<file path="config.mk">
export PLATFORM = sky130hd
export DESIGN_NAME = join_shortest_queue_dispatcher_unit_flat
export DESIGN_NICKNAME = d
export VERILOG_FILES = /design/src/sv/jsqd_pkg.sv /design/src/sv/jsqd_if.sv /design/src/sv/jsqd_ram.sv /design/src/sv/join_shortest_queue_dispatcher_unit.sv /design/src/flat_wrapper.sv
export SDC_FILE = /design/constraint.sdc
export NUM_CORES = 1
export LEC_CHECK = 0
export BUFFER_PORTS_ARGS = -buffer_cell sky130_fd_sc_hd__buf_4
export CAP_MARGIN = 20
export CELL_PAD_IN_SITES_DETAIL_PLACEMENT = 1
export CELL_PAD_IN_SITES_GLOBAL_PLACEMENT = 2
export CORE_MARGIN = 8
export CORE_UTILIZATION = 40
export DETAILED_ROUTE_END_ITERATION = 8
export PLACE_DENSITY = 0.66
export SLEW_MARGIN = 25
export SYNTH_ARGS = -nofsm -noshare
export SYNTH_HDL_FRONTEND = slang
export SYNTH_SLANG_ARGS = --single-unit
</file>
<file path="constraint.sdc">
create_clock -name i_clk -period 10.1 [get_ports i_clk]
set_input_delay 1.01 -clock i_clk [delete_from_list [all_inputs] [get_ports i_clk]]
set_output_delay 1.01 -clock i_clk [all_outputs]
set_load 0.005 [all_outputs]
</file>
<file path="src/sv/jsqd_pkg.sv">
// Package for the join-shortest-queue dispatcher.
// Holds the field types, sizing constants and operation/status codes.
// No dependencies; jsqd_if.sv and the dispatcher use it, jsqd_ram does not.
`default_nettype none

package jsqd_pkg;

    localparam int NUM_QUEUES  = 4;
    localparam int QUEUE_DEPTH = 16;

    localparam int QW         = (NUM_QUEUES > 1) ? $clog2(NUM_QUEUES) : 1;
    localparam int PW         = (QUEUE_DEPTH > 1) ? $clog2(QUEUE_DEPTH) : 1;
    localparam int CW         = $clog2(QUEUE_DEPTH + 1);
    localparam int STORE_SIZE = NUM_QUEUES * QUEUE_DEPTH;
    localparam int AW         = $clog2(STORE_SIZE);

    // Transfer payload field types.
    typedef logic        t_op;
    typedef logic [15:0] t_id;
    typedef logic [1:0]  t_qidx;
    typedef logic [4:0]  t_len;
    typedef logic [1:0]  t_status;

    // Internal types.
    typedef logic [QW-1:0] t_qnum;
    typedef logic [PW-1:0] t_ptr;
    typedef logic [CW-1:0] t_cnt;
    typedef logic [AW-1:0] t_addr;

    localparam t_op OP_ARRIVE = 1'b0;
    localparam t_op OP_DEPART = 1'b1;

    localparam t_status ST_OK    = 2'd0;
    localparam t_status ST_FULL  = 2'd1;
    localparam t_status ST_EMPTY = 2'd2;

endpackage

`default_nettype wire

</file>
<file path="src/sv/jsqd_if.sv">
// Valid/ready channel interfaces for the dispatcher's input and result streams.
// Depends on jsqd_pkg for the payload field types.
`default_nettype none

interface jsqd_in_if;
    logic                  valid;
    logic                  ready;
    jsqd_pkg::t_op         operation;
    jsqd_pkg::t_id         customer_id;
    jsqd_pkg::t_qidx       queue_select;

    modport source (output valid, output operation, output customer_id,
                    output queue_select, input ready);
    modport sink   (input valid, input operation, input customer_id,
                    input queue_select, output ready);
endinterface

interface jsqd_out_if;
    logic                  valid;
    logic                  ready;
    jsqd_pkg::t_qidx       queue_index;
    jsqd_pkg::t_id         served_id;
    jsqd_pkg::t_len        queue_length;
    jsqd_pkg::t_status     status;

    modport source (output valid, output queue_index, output served_id,
                    output queue_length, output status, input ready);
    modport sink   (input valid, input queue_index, input served_id,
                    input queue_length, input status, output ready);
endinterface

`default_nettype wire

</file>
<file path="src/sv/jsqd_ram.sv">
// Generic simple dual-port RAM: one write port, one read port with registered data.
// No package dependency.
`default_nettype none

module jsqd_ram #(
    parameter int WIDTH = 16,
    parameter int DEPTH = 64
) (
    input  wire logic                     i_clk,
    input  wire logic                     i_we,
    input  wire logic [$clog2(DEPTH)-1:0] i_waddr,
    input  wire logic [WIDTH-1:0]         i_wdata,
    input  wire logic                     i_re,
    input  wire logic [$clog2(DEPTH)-1:0] i_raddr,
    output logic      [WIDTH-1:0]         o_rdata
);

    logic [WIDTH-1:0] r_mem [DEPTH];
    logic [WIDTH-1:0] r_rdata;

    always_ff @(posedge i_clk) begin
        if (i_we) begin
            r_mem[i_waddr] <= i_wdata;
        end
        if (i_re) begin
            r_rdata <= r_mem[i_raddr];
        end
    end

    assign o_rdata = r_rdata;

endmodule

`default_nettype wire

</file>
<file path="src/sv/join_shortest_queue_dispatcher_unit.sv">
// Join-shortest-queue dispatcher: NUM_QUEUES bounded FIFOs of customer ids in one RAM.
// Each input transfer is registered in stage 1, then in the output register that drives
// the result; one item per cycle is sustained while results are taken.
// Reset (synchronous, active low) clears all lengths, head pointers and valid flags;
// the id store is not cleared and is only ever read at entries already written.
// Depends on jsqd_pkg, jsqd_if.sv and jsqd_ram.
`default_nettype none

module join_shortest_queue_dispatcher_unit (
    input  wire logic i_clk,
    input  wire logic i_rst_n,
    jsqd_in_if.sink   i_in,
    jsqd_out_if.source o_out
);
    import jsqd_pkg::*;

    // Per-queue state.
    t_cnt r_cnt  [NUM_QUEUES];
    t_ptr r_head [NUM_QUEUES];
    t_cnt n_cnt  [NUM_QUEUES];
    t_ptr n_head [NUM_QUEUES];

    // Stage 1: decided result, waiting for RAM read data on departures.
    logic    r_s1_valid;
    logic    r_s1_use_ram;
    t_qidx   r_s1_qidx;
    t_id     r_s1_id;
    t_len    r_s1_len;
    t_status r_s1_status;

    // Output register.
    logic    r_o_valid;
    t_qidx   r_o_qidx;
    t_id     r_o_id;
    t_len    r_o_len;
    t_status r_o_status;

    logic    in_xfer;
    logic    s1_move;
    t_qnum   best;
    t_qnum   sel;
    logic    sel_ok;
    logic    arr_full;
    logic    dep_empty;
    logic [PW:0] slot_sum;
    t_ptr    tail_slot;
    t_ptr    head_next;

    logic    ram_we;
    logic    ram_re;
    t_addr   ram_waddr;
    t_addr   ram_raddr;
    t_id     ram_rdata;

    logic    n_s1_use_ram;
    t_qidx   n_s1_qidx;
    t_id     n_s1_id;
    t_len    n_s1_len;
    t_status n_s1_status;

    assign s1_move  = r_s1_valid && (!r_o_valid || o_out.ready);
    assign i_in.ready = !r_s1_valid || s1_move;
    assign in_xfer  = i_in.valid && i_in.ready;

    // Shortest queue, lowest index on a tie.
    always_comb begin
        best = '0;
        for (int q = 1; q < NUM_QUEUES; q++) begin
            if (r_cnt[q] < r_cnt[best]) begin
                best = QW'(q);
            end
        end
    end

    assign sel       = QW'(i_in.queue_select);
    assign sel_ok    = (int'(i_in.queue_select) < NUM_QUEUES);
    assign arr_full  = (r_cnt[best] >= CW'(QUEUE_DEPTH));
    assign dep_empty = !sel_ok || (r_cnt[sel] == '0);

    // Tail slot wraps inside the queue's region of the store.
    assign slot_sum  = {1'b0, r_head[best]} + (PW + 1)'(r_cnt[best]);
    assign tail_slot = (slot_sum >= (PW + 1)'(QUEUE_DEPTH))
                       ? PW'(slot_sum - (PW + 1)'(QUEUE_DEPTH)) : PW'(slot_sum);
    assign head_next = (r_head[sel] == PW'(QUEUE_DEPTH - 1)) ? '0 : r_head[sel] + PW'(1);

    assign ram_we    = in_xfer && (i_in.operation == OP_ARRIVE) && !arr_full;
    assign ram_re    = in_xfer && (i_in.operation == OP_DEPART) && !dep_empty;
    assign ram_waddr = AW'(best) * AW'(QUEUE_DEPTH) + AW'(tail_slot);
    assign ram_raddr = AW'(sel) * AW'(QUEUE_DEPTH) + AW'(r_head[sel]);

    always_comb begin
        for (int q = 0; q < NUM_QUEUES; q++) begin
            n_cnt[q]  = r_cnt[q];
            n_head[q] = r_head[q];
        end
        n_s1_use_ram = 1'b0;
        n_s1_qidx    = '0;
        n_s1_id      = i_in.customer_id;
        n_s1_len     = t_len'(QUEUE_DEPTH);
        n_s1_status  = ST_FULL;

        if (i_in.operation == OP_ARRIVE) begin
            if (!arr_full) begin
                n_cnt[best] = r_cnt[best] + CW'(1);
                n_s1_qidx   = t_qidx'(best);
                n_s1_len    = t_len'(r_cnt[best] + CW'(1));
                n_s1_status = ST_OK;
            end
        end else begin
            n_s1_qidx = i_in.queue_select;
            if (dep_empty) begin
                n_s1_id     = '0;
                n_s1_len    = '0;
                n_s1_status = ST_EMPTY;
            end else begin
                n_cnt[sel]   = r_cnt[sel] - CW'(1);
                n_head[sel]  = head_next;
                n_s1_use_ram = 1'b1;
                n_s1_len     = t_len'(r_cnt[sel] - CW'(1));
                n_s1_status  = ST_OK;
            end
        end
    end

    jsqd_ram #(
        .WIDTH ($bits(t_id)),
        .DEPTH (STORE_SIZE)
    ) u_store (
        .i_clk   (i_clk),
        .i_we    (ram_we),
        .i_waddr (ram_waddr),
        .i_wdata (i_in.customer_id),
        .i_re    (ram_re),
        .i_raddr (ram_raddr),
        .o_rdata (ram_rdata)
    );

    always_ff @(posedge i_clk) begin
        if (!i_rst_n) begin
            for (int q = 0; q < NUM_QUEUES; q++) begin
                r_cnt[q]  <= '0;
                r_head[q] <= '0;
            end
            r_s1_valid <= 1'b0;
            r_o_valid  <= 1'b0;
        end else begin
            if (in_xfer) begin
                for (int q = 0; q < NUM_QUEUES; q++) begin
                    r_cnt[q]  <= n_cnt[q];
                    r_head[q] <= n_head[q];
                end
                r_s1_valid <= 1'b1;
            end else if (s1_move) begin
                r_s1_valid <= 1'b0;
            end

            if (s1_move) begin
                r_o_valid <= 1'b1;
            end else if (o_out.ready) begin
                r_o_valid <= 1'b0;
            end
        end
    end

    // Payload registers.
    always_ff @(posedge i_clk) begin
        if (in_xfer) begin
            r_s1_use_ram <= n_s1_use_ram;
            r_s1_qidx    <= n_s1_qidx;
            r_s1_id      <= n_s1_id;
            r_s1_len     <= n_s1_len;
            r_s1_status  <= n_s1_status;
        end
        // RAM read data stays put while stage 1 waits, since no new item is taken then.
        if (s1_move) begin
            r_o_qidx   <= r_s1_qidx;
            r_o_id     <= r_s1_use_ram ? ram_rdata : r_s1_id;
            r_o_len    <= r_s1_len;
            r_o_status <= r_s1_status;
        end
    end

    assign o_out.valid        = r_o_valid;
    assign o_out.queue_index  = r_o_qidx;
    assign o_out.served_id    = r_o_id;
    assign o_out.queue_length = r_o_len;
    assign o_out.status       = r_o_status;

endmodule

`default_nettype wire
</file>
<file path="src/flat_wrapper.sv">
// flat-port wrapper written by rule: the top's interface ports become plain ports
module join_shortest_queue_dispatcher_unit_flat import jsqd_pkg::*;
  (i_clk, i_rst_n, i_in_valid, i_in_operation, i_in_customer_id, i_in_queue_select, i_in_ready, o_out_valid, o_out_queue_index, o_out_served_id, o_out_queue_length, o_out_status, o_out_ready);
  jsqd_in_if i_in_i ();
  jsqd_out_if o_out_i ();
  input  wire logic i_clk;
  input  wire logic i_rst_n;
  input wire logic [$bits(i_in_i.valid)-1:0] i_in_valid;
  input wire logic [$bits(i_in_i.operation)-1:0] i_in_operation;
  input wire logic [$bits(i_in_i.customer_id)-1:0] i_in_customer_id;
  input wire logic [$bits(i_in_i.queue_select)-1:0] i_in_queue_select;
  output wire logic [$bits(i_in_i.ready)-1:0] i_in_ready;
  output wire logic [$bits(o_out_i.valid)-1:0] o_out_valid;
  output wire logic [$bits(o_out_i.queue_index)-1:0] o_out_queue_index;
  output wire logic [$bits(o_out_i.served_id)-1:0] o_out_served_id;
  output wire logic [$bits(o_out_i.queue_length)-1:0] o_out_queue_length;
  output wire logic [$bits(o_out_i.status)-1:0] o_out_status;
  input wire logic [$bits(o_out_i.ready)-1:0] o_out_ready;
  assign i_in_i.valid = i_in_valid;
  assign i_in_i.operation = i_in_operation;
  assign i_in_i.customer_id = i_in_customer_id;
  assign i_in_i.queue_select = i_in_queue_select;
  assign i_in_ready = i_in_i.ready;
  assign o_out_valid = o_out_i.valid;
  assign o_out_queue_index = o_out_i.queue_index;
  assign o_out_served_id = o_out_i.served_id;
  assign o_out_queue_length = o_out_i.queue_length;
  assign o_out_status = o_out_i.status;
  assign o_out_i.ready = o_out_ready;
  join_shortest_queue_dispatcher_unit u_core (.i_clk(i_clk), .i_rst_n(i_rst_n), .i_in(i_in_i), .o_out(o_out_i));
endmodule
</file>
# Word level (Yosys, flattened, before mapping)
# Memories as Yosys holds them, arrays and structs flattened. A register that Yosys moved wholly into a read port is not among the register bits.
# Index checks and enable logic that the tools add are counted.
dict set report totals {
  regBits 53
  ram_bits 1060
  elab_cells 108
  n_memories 3
}
# name depth width rd rd_clocked_by_memory_dff write_ports line_no
set mem_list {}
lappend mem_list {u_core.u_store.r_mem 64 16 1 1 1 jsqd_ram.sv:18} ;# logic [WIDTH-1:0] r_mem [DEPTH];
lappend mem_list {u_core.r_cnt 4 5 8 0 4 join_shortest_queue_dispatcher_unit.sv:18} ;# t_cnt r_cnt [NUM_QUEUES];
lappend mem_list {u_core.r_head 4 4 6 0 4 join_shortest_queue_dispatcher_unit.sv:19} ;# t_ptr r_head [NUM_QUEUES];
dict set report classes {
  n_addsub 7
  order_cmp 9
  n_eq_ne 1
  muxes 49
  bitwise_logic 11
  n_reduce_logical 17
}
# op count
set op_table {}
lappend op_table {{16-bit 2-to-1 mux} 5}
lappend op_table {{20-bit 2-to-1 mux} 3}
lappend op_table {{5-bit 2-to-1 mux} 9}
lappend op_table {{20-bit bitwise mux} 2}
lappend op_table {{4-bit 2-to-1 mux} 7}
lappend op_table {{5-bit demux with 2-bit select} 2}
lappend op_table {{16-bit bitwise mux} 1}
lappend op_table {{5-bit less-than comparator} 3}
lappend op_table {{1-bit 2-to-1 mux} 13}
lappend op_table {{6-bit by 4-bit adder with 6-bit output} 2}
lappend op_table {{2-bit 2-to-1 mux} 6}
lappend op_table {{5-bit greater-or-equal comparator, second input constant} 2}
lappend op_table {{4-bit demux with 2-bit select} 1}
lappend op_table {{1-bit logical AND} 8}
lappend op_table {{1-bit bitwise OR} 8}
lappend op_table {{3-bit greater-or-equal comparator, second input constant} 2}
lappend op_table {{3-bit by 1-bit less-than comparator with 1-bit output, second input constant} 2}
lappend op_table {{2-bit NOT with 3-bit output} 2}
lappend op_table {{4-bit by 5-bit adder with 5-bit output} 1}
lappend op_table {{5-bit by 1-bit adder with 5-bit output, second input constant} 1}
lappend op_table {{5-bit zero test} 1}
lappend op_table {{5-bit by 1-bit subtractor with 5-bit output, second input constant} 1}
lappend op_table {{4-bit by 1-bit adder with 4-bit output, second input constant} 1}
lappend op_table {{4-bit == test, second input constant} 1}
lappend op_table {{other kinds (5)} 10}

# Longest topological paths before layout
# Gate-level depths: netlist (run 1).
# An unclocked memory read counts as a cell.
dict set report logic_depth {
  depth_word 18
  mapped_depth 30
  depth_no_buf 27
}

# Modules after synthesis
# From an unflattened synthesis (run 1), not the netlist that was laid out.
dict set report hier_totals {
  hier_cells 2300
  hier_area_um2 45451.1
}
# module n_inst cells_per_inst area_per_inst_um2 seq_area_each_um2
set modules_own_cells {}
lappend modules_own_cells {jsqd_ram 1 1829 40202.3 31230.0}
lappend modules_own_cells {join_shortest_queue_dispatcher_unit 1 471 5248.8 2652.5}

# Worst setup path after synthesis (run 1)
# Ideal clock, no wire load.
dict set report synth_path {
  kind {register to register}
  from {memory u_core.r_cnt[1][1] (netlist name)}
  to {memory u_core.u_store.r_mem[50][0] (enable)}
  setup_time_ns 0.409
  t_arrival_ns 7.188
  required_ns 9.691
  slack_ns 2.503
  stages_incl_launch_ff 29
  period_less_slack_ns 7.597
  cell_sequence {edfxtp_1 > ha_1 > nand4_1 > o221ai_1 > buf_2 > mux2i_1 > ha_1 > a211oi_2 > o21ai_1 > o21bai_1 > a32oi_1 > inv_1 > ha_1 > a21o_1 > a21o_1 > a21o_1 > a311o_2 > buf_2 > nand3_1 > clkbuf_1 > nor2_1 > a211oi_1 > ha_1 > ha_1 > a31oi_1 > o21a_1 > xor2_1 > nand3b_1 > nor3_1}
}
# element line_no
set synth_rtl {}
lappend synth_rtl {{start: declaration} join_shortest_queue_dispatcher_unit.sv:18}
lappend synth_rtl {{end: declaration} jsqd_ram.sv:18}

==> results of run 1 <==
## cell usage after synthesis, types with 4 or more instances
library cell	n
and2_1	18
xor2_1	14
a31oi_1	7
nand3b_1	5
o21ai_0	17
ha_1	18
nor2_1	60
nand3_1	14
inv_1	19
nor3_2	7
nand2b_1	5
o21a_1	4
nor2b_1	8
mux4_2	297
mux2_2	17
a2111oi_0	4
xnor2_1	16
edfxtp_1	1127
nand2_1	33
nor3_1	72
mux2i_1	155
o21ai_1	4
clkbuf_1	58
buf_2	40
a211oi_1	6
a32oi_1	4
a21oi_1	28
a21o_1	5
buf_1	15
## cell families after synthesis
family | share of synthesized area
fa+ha+maj | 0.00496
flops | 0.747
simple gates | 0.0249
xor+xnor | 0.00615
mux | 0.187
compound gates | 0.0172
buf+inv | 0.0130
## sequential cells by signal, summed over array words and instances, names as in the netlist
register and flops:
u_core.o_out.queue_length 5, u_core.r_cnt 20, u_core.o_out.queue_index 2, u_core.r_s1_status 2
u_core.u_store.r_mem 1024, u_core.o_out.valid 1, u_core.r_s1_len 5, u_core.r_s1_id 16
u_core.r_s1_qidx 2, u_core.r_s1_use_ram 1, u_core.u_store.o_rdata 16, u_core.r_s1_valid 1
u_core.r_head 16, u_core.o_out.status 2, u_core.o_out.served_id 16
## routing by layer
| layer | wire length, microns | vias to the layer above | track usage |
|---|---|---|---|
| met2 | 57600 | 721 | 0.303 |
| met3 | 7380 | 131 | 0.0301 |
| met1 | 55900 | 12270 | 0.286 |
| met4 | 2580 | 0 | 0.0472 |
| li1 | - | 9231 | - |
| met5 | 0 | - | 0 |
## how the worst max path moves through the flow
stage,start,end,cells past startpoint
finish,u_core.r_cnt[0][2]$_SDFFCE_PN0P_,u_core.u_store.r_mem[50][12]$_DFFE_PP_,28
global route,u_core.r_cnt[0][2]$_SDFFCE_PN0P_,u_core.u_store.r_mem[50][12]$_DFFE_PP_,28
CTS,u_core.r_cnt[0][2]$_SDFFCE_PN0P_,u_core.u_store.r_mem[50][12]$_DFFE_PP_,27
detailed placement,u_core.r_cnt[0][2]$_SDFFCE_PN0P_,u_core.u_store.r_mem[48][13]$_DFFE_PP_,27
global placement,u_core.r_cnt[1][2]$_SDFFCE_PN0P_,u_core.u_store.r_mem[48][13]$_DFFE_PP_,26
floorplan,u_core.r_cnt[1][1]$_SDFFCE_PN0P_,u_core.u_store.r_mem[50][0]$_DFFE_PP_,28
## where the power goes
part	switching, uW	internal [uW]	total [uW]	leakage (uW)
registers	214	5830	6040	0.0102
clock network	1760	2500	4260	0.00183
logic	4420	1880	6300	0.00422
total	6400	10200	16600	0.0163
## per-stage QoR
stage / setup slack [ns] / cell area, sq um
6_report: 1.34 / 52100
5_1_grt: 0.986 / 52100
4_1_cts: 1.11 / 52000
3_5_place_dp: 1.17 / 48300
3_3_place_gp: 1.54 / 48300
2_1_floorplan: 2.50 / 45400
## worst reg2reg max path, delay by kind of cell (launching register included)
kind            cells  cell delay (ns)
fa+ha+maj           5             1.41
xor+xnor            1             0.39
mux                 1             0.41
simple gates        3             1.00
compound gates     13             3.69
flops               1             0.49
buf+inv             5             1.05
## final cells by class
type                       instances  area, sq um  area share
antenna                            2         5.00   0.0000961
timing repair buffer             156         1250      0.0240
inverter                          19         71.3     0.00137
tap                             1500         1880      0.0360
multi-input combinational        860        11300       0.216
clock inverter                    68          692      0.0133
clock buffer                     141         3060      0.0587
sequential                      1129        33900       0.650
==> impl_metrics.csv, run 1 <==
group,metric,value,unit
outcome,status,"finished clean",
synthesis,synth_edf_count,1127,
global_routing,grt-ovfl-total,0,
worst_hold_path,hp-start,"u_core.r_s1_len[2]$_DFFE_PP_",
clocking,root_buffer,"clkbuf_16",
route,drc,0,
worst_setup_path,max_stage_delay,0.73,ns
synthesis,synth_cell_types,61,
cells_and_area,final_cell_mix,"edfxtp_1 (1127), mux4_2 (294), mux2i_1 (155)",
sta,hold_ws,0.418,ns
synthesis,ys_ff_latch,1129,
worst_hold_path,hold_depth,0,
synthesis,synth_top_area_share,0.746,
synthesis,syn_inst,2126,
sta,slew_headroom,0.303,
worst_setup_path,cp.required,10.46,ns
clocking,postCtsHoldBufs,0,
power,total_power,16600,uW
route,vias,22353,
floorplan,die_y,353,microns
worst_setup_path,path_class,"reg -> reg",
synthesis,synth_area,0.0454,sq mm
sta,hold_violations,0,
worst_setup_path,rr_startpoint,"u_core.r_cnt[0][2]$_SDFFCE_PN0P_",
floorplan,num_rows,123,
synthesis,synth.net_count,2167,
sta,finClkSkew,0.0317,ns
worst_setup_path,crit_buf_inv,5,
worst_setup_path,ff2ff_path_depth,28,
clocking,clk_pin_slew,0.06,ns
placed_design,dp.cells,3661,
clocking,cts.htree.levels,3,
floorplan,die_w,353,microns
route,drt-vias-per-instance,5.77,
sta,tightest_slew,1.05,ns
cells_and_area,layout_commonest_cell,"edfxtp_1",
cells_and_area,drive_above_1_share,0.300,
clocking,numCtsBuffers,116,
clocking,cts_tree,"built",
floorplan,num_io_pins,50,
run,cap_viol_max_count,0,
sta,setup_viol,0,
synthesis,ys.warnings.count,0,
synthesis,yosys-top-cells-area,"edfxtp_1 (75%), mux4_2 (15%), mux2i_1 (3.4%)",
worst_setup_path,startpoint_type,"register",
global_routing,antenna_found_initial,2,
power,ir_drop,0.573,mV
worst_setup_path,slowest_stage,"nand3b_1",
placed_design,numPortBuffers,49,
sta,finalSetupTns,0,ns
sta,fin_crit_sh,0.867,
sta,rsz0062_at_grt,"false",
worst_setup_path,crit_fanout,16,
route,routed_wl,123000,microns
synthesis,async_flop_share,0,
cells_and_area,fill_cells,10126,
route,first_pass_iters,5,
worst_hold_path,hold_class,"reg -> reg",
synthesis,ys_seq_area_frac,0.747,
sta,drv_slew,0,
cells_and_area,stdcell_count,3875,
worst_setup_path,r2r_end,"u_core.u_store.r_mem[50][12]$_DFFE_PP_",
worst_setup_path,cp.arrival,9.12,ns
synthesis,yosys_most_used_dff,"edfxtp_1",
worst_setup_path,crit_top_cell,"ha_1",
clocking,clockBufferDepth,3,
power,leakage,0.0163,uW
placed_design,finalWeightedCongestion,0.858,
cells_and_area,nNetsFinal,2323,
global_routing,grt_pass1_wl,175000,microns
route,first_iter_violations,2177,
worst_setup_path,end_kind,"register",
clocking,cts_resized,0,
global_routing,grt_pass1_vias,23183,
sta,fmax,0.114,GHz
synthesis,avgSynthCellArea,21.3,sq um
route,ant_nets,0,
cells_and_area,postLayoutCoreUtil,0.463,
clocking,post_cts_buffers,0,
worst_setup_path,cp_top_family,"compound AO/OA/AOI/OAI gates",
clocking,worst_skew_pair.late_latency,0.70,ns
route,wl_per_cell,31.8,microns
cells_and_area,area_growth,14.8,%
power,powerDensity,319,mW/mm^2
global_routing,grt_max_degree,130,
placed_design,hpwl,73600,microns
sta,min_period,8.76,ns
worst_hold_path,min_to,"u_core.o_out.queue_length[2]$_DFFE_PP_",
floorplan,dieArea,0.124,sq mm
clocking,cts.sinks,1129,
global_routing,grt_usage,0.194,
floorplan,initial_core_util,0.403,
floorplan,core_area,0.112,sq mm
worst_setup_path,rrSetupSlack,1.34,ns
synthesis,yosysTopAreaCell,"edfxtp_1",
No activity file was read; power rests on OpenSTA's default activity.
==> run 2: changes to the inputs <==
==> constraint.sdc (replaced) <==
create_clock -name i_clk -period 10.4 [get_ports i_clk]
set_input_delay 1.04 -clock i_clk [delete_from_list [all_inputs] [get_ports i_clk]]
set_output_delay 1.04 -clock i_clk [all_outputs]
set_load 0.005 [all_outputs]
==> run 2 against run 1 <==
  * Clock skew rose by 0.0011 ns
  * Utilization fell by 0.099 points
  * Fmax fell by 4.9%
  * Count of clock-buffer cells in the layout fell by 1
  * Sequential power fell by 3%
  * Worst setup slack got worse by 0.15 ns
  * Die area did not move
  * First-iteration DRC count fell by 1.7%
  * Cell area fell by 0.21%
  * Register-to-register slack got worse by 0.15 ns
  * Worst hold slack barely moved
  * Critical path type unchanged
  * Critical endpoint is now u_core.u_store.r_mem[3][8]$_DFFE_PP_
  * Largest cell class unchanged
  * Largest power group is now registers
==> impl_metrics.csv, run 2 (same netlist as run 1, synthesis figures left out) <==
group,metric,value,unit
clocking,worst_skew_pair.late_latency,0.71,ns
power,p_clk_frac,0.262,
cells_and_area,drive_above_1_share,0.299,
worst_hold_path,hold_class,"reg -> reg",
sta,slew_headroom,0.302,
power,leakage,0.0162,uW
sta,setup_viol,0,
worst_setup_path,cp.arrival,9.54,ns
cells_and_area,top_register,"u_core.u_store.r_mem",
worst_setup_path,end_kind,"register",
route,first_iter_violations,2140,
power,comb_power_share,0.369,
global_routing,grt-ovfl-total,0,
worst_setup_path,startpoint_type,"register",
power,p_sw,6070,uW
route,wl_per_cell,31.3,microns
route,first_pass_iters,5,
power,powerDensity,306,mW/mm^2
sta,finalSetupTns,0,ns
worst_setup_path,slowest_stage,"nor3_4",
placed_design,numPortBuffers,49,
clocking,postCtsHoldBufs,0,
route,routed_wl,121000,microns
clocking,root_buffer,"clkbuf_16",
floorplan,core_area,0.112,sq mm
power,ir_drop,0.855,mV
floorplan,initial_core_util,0.403,
clocking,cts.htree.levels,3,
clocking,post_cts_buffers,0,
power,p_sw_frac,0.382,
sta,drv_slew,0,
clocking,cts_resized,0,
cells_and_area,largest_reg_flops,1024,
cells_and_area,layout_commonest_cell,"edfxtp_1",
route,drc,0,
sta,hold_violations,0,
route,drt-vias-per-instance,5.72,
outcome,status,"finished clean",
placed_design,finalWeightedCongestion,0.846,
clocking,clockBufferDepth,3,
clocking,cts_tree,"built",
cells_and_area,final_cell_mix,"edfxtp_1 (1127), mux4_2 (294), mux2i_1 (155)",
global_routing,grt_pass1_wl,173000,microns
worst_setup_path,crit_top_cell,"ha_1",
cells_and_area,reg.largest.list,"u_core.u_store.r_mem: 1024 flops, u_core.r_cnt: 20 flops",
clocking,clk_pin_slew,0.06,ns
placed_design,hpwl,71400,microns
run,cap_viol_max_count,0,
global_routing,grt_pass1_vias,22798,
worst_setup_path,crit_fanout,31,
clocking,cts.sinks,1129,
global_routing,antenna_found_initial,1,
worst_setup_path,path_class,"reg -> reg",
worst_setup_path,max_stage_delay,0.97,ns
power,total_power,15900,uW
floorplan,num_io_pins,50,
floorplan,die_w,353,microns
sta,rsz0062_at_grt,"false",
floorplan,die_y,353,microns
sta,min_period,9.22,ns
power,p_int,9810,uW
clocking,numCtsBuffers,116,
global_routing,grt_max_degree,121,
sta,fmax,0.109,GHz
sta,finClkSkew,0.0328,ns
cells_and_area,nNetsFinal,2301,
floorplan,dieArea,0.124,sq mm
sta,fin_crit_sh,0.886,
route,vias,22047,
route,ant_nets,0,
worst_setup_path,cp.required,10.73,ns
power,seq_power_share,0.370,
global_routing,grt_usage,0.190,
cells_and_area,area_growth,14.6,%
sta,tightest_slew,1.04,ns
floorplan,num_rows,123,
run 2: layer usage:
layer	track usage	part of all wire	wire (microns)
met3	0.0252	0.054	6560
met4	0.0442	0.019	2310
met2	0.299	0.47	56800
met1	0.283	0.46	54900
met5	0	0	0
run 2: path summary, 6_finish.rpt:
path	startpoint	endpoint	slack (ns)	depth (start not counted)
worst max register to register	u_core.r_cnt[0][2]$_SDFFCE_PN0P_	u_core.u_store.r_mem[3][8]$_DFFE_PP_	1.18	25
worst min register to register	u_core.r_s1_len[3]$_DFFE_PP_	u_core.o_out.queue_length[3]$_DFFE_PP_	0.42	0
worst max-delay path	u_core.r_cnt[0][2]$_SDFFCE_PN0P_	u_core.u_store.r_mem[3][8]$_DFFE_PP_	1.18	25
worst min-delay path	u_core.r_s1_len[3]$_DFFE_PP_	u_core.o_out.queue_length[3]$_DFFE_PP_	0.42	0
run 2: through the flow:
stage	util	setup WS, ns	hold slack (ns)	cell area (sq um)	instances
floorplan	-	2.80	0.400	45400	2126
global placement	0.428	1.19	0.402	48100	3641
detailed placement	0.428	1.36	0.408	48200	3642
CTS	0.462	1.33	0.422	52000	3856
global route	0.462	0.720	0.431	52000	3856
finish	0.462	1.18	0.418	52000	3857
run 2: power groups by stage:
stage | combinational (uW) | clock, uW | sequential (uW)
after floorplan | 3390 | 0 | 5860
after global placement | 5670 | 0 | 5930
after detailed placement | 5830 | 0 | 5960
after CTS | 5850 | 4250 | 5870
after global routing | 6150 | 4400 | 5910
final | 5860 | 4150 | 5870
run 2: final cells by class:
class                   instances  area (sq um)
diodes                          1          2.50
clock buffers                 140          3040
clock inverters                74           758
fillers                     10176         60500
inverters                      19          71.3
multi-input cells             860         11300
flip-flops and latches       1129         33900
well taps                    1500          1880
repair buffers                134          1070
run 2: worst max-delay path: cells and delay by family, from the launching register on:
kind | cells | cell delay, ns
AND/OR/NAND/NOR | 4 | 1.99
XOR/XNOR | 1 | 0.31
flip-flops | 1 | 0.50
multiplexers | 1 | 0.42
AO/OA/AOI/OAI | 11 | 3.87
adder cells (fa/ha/maj) | 5 | 1.41
buffers and inverters | 3 | 0.30
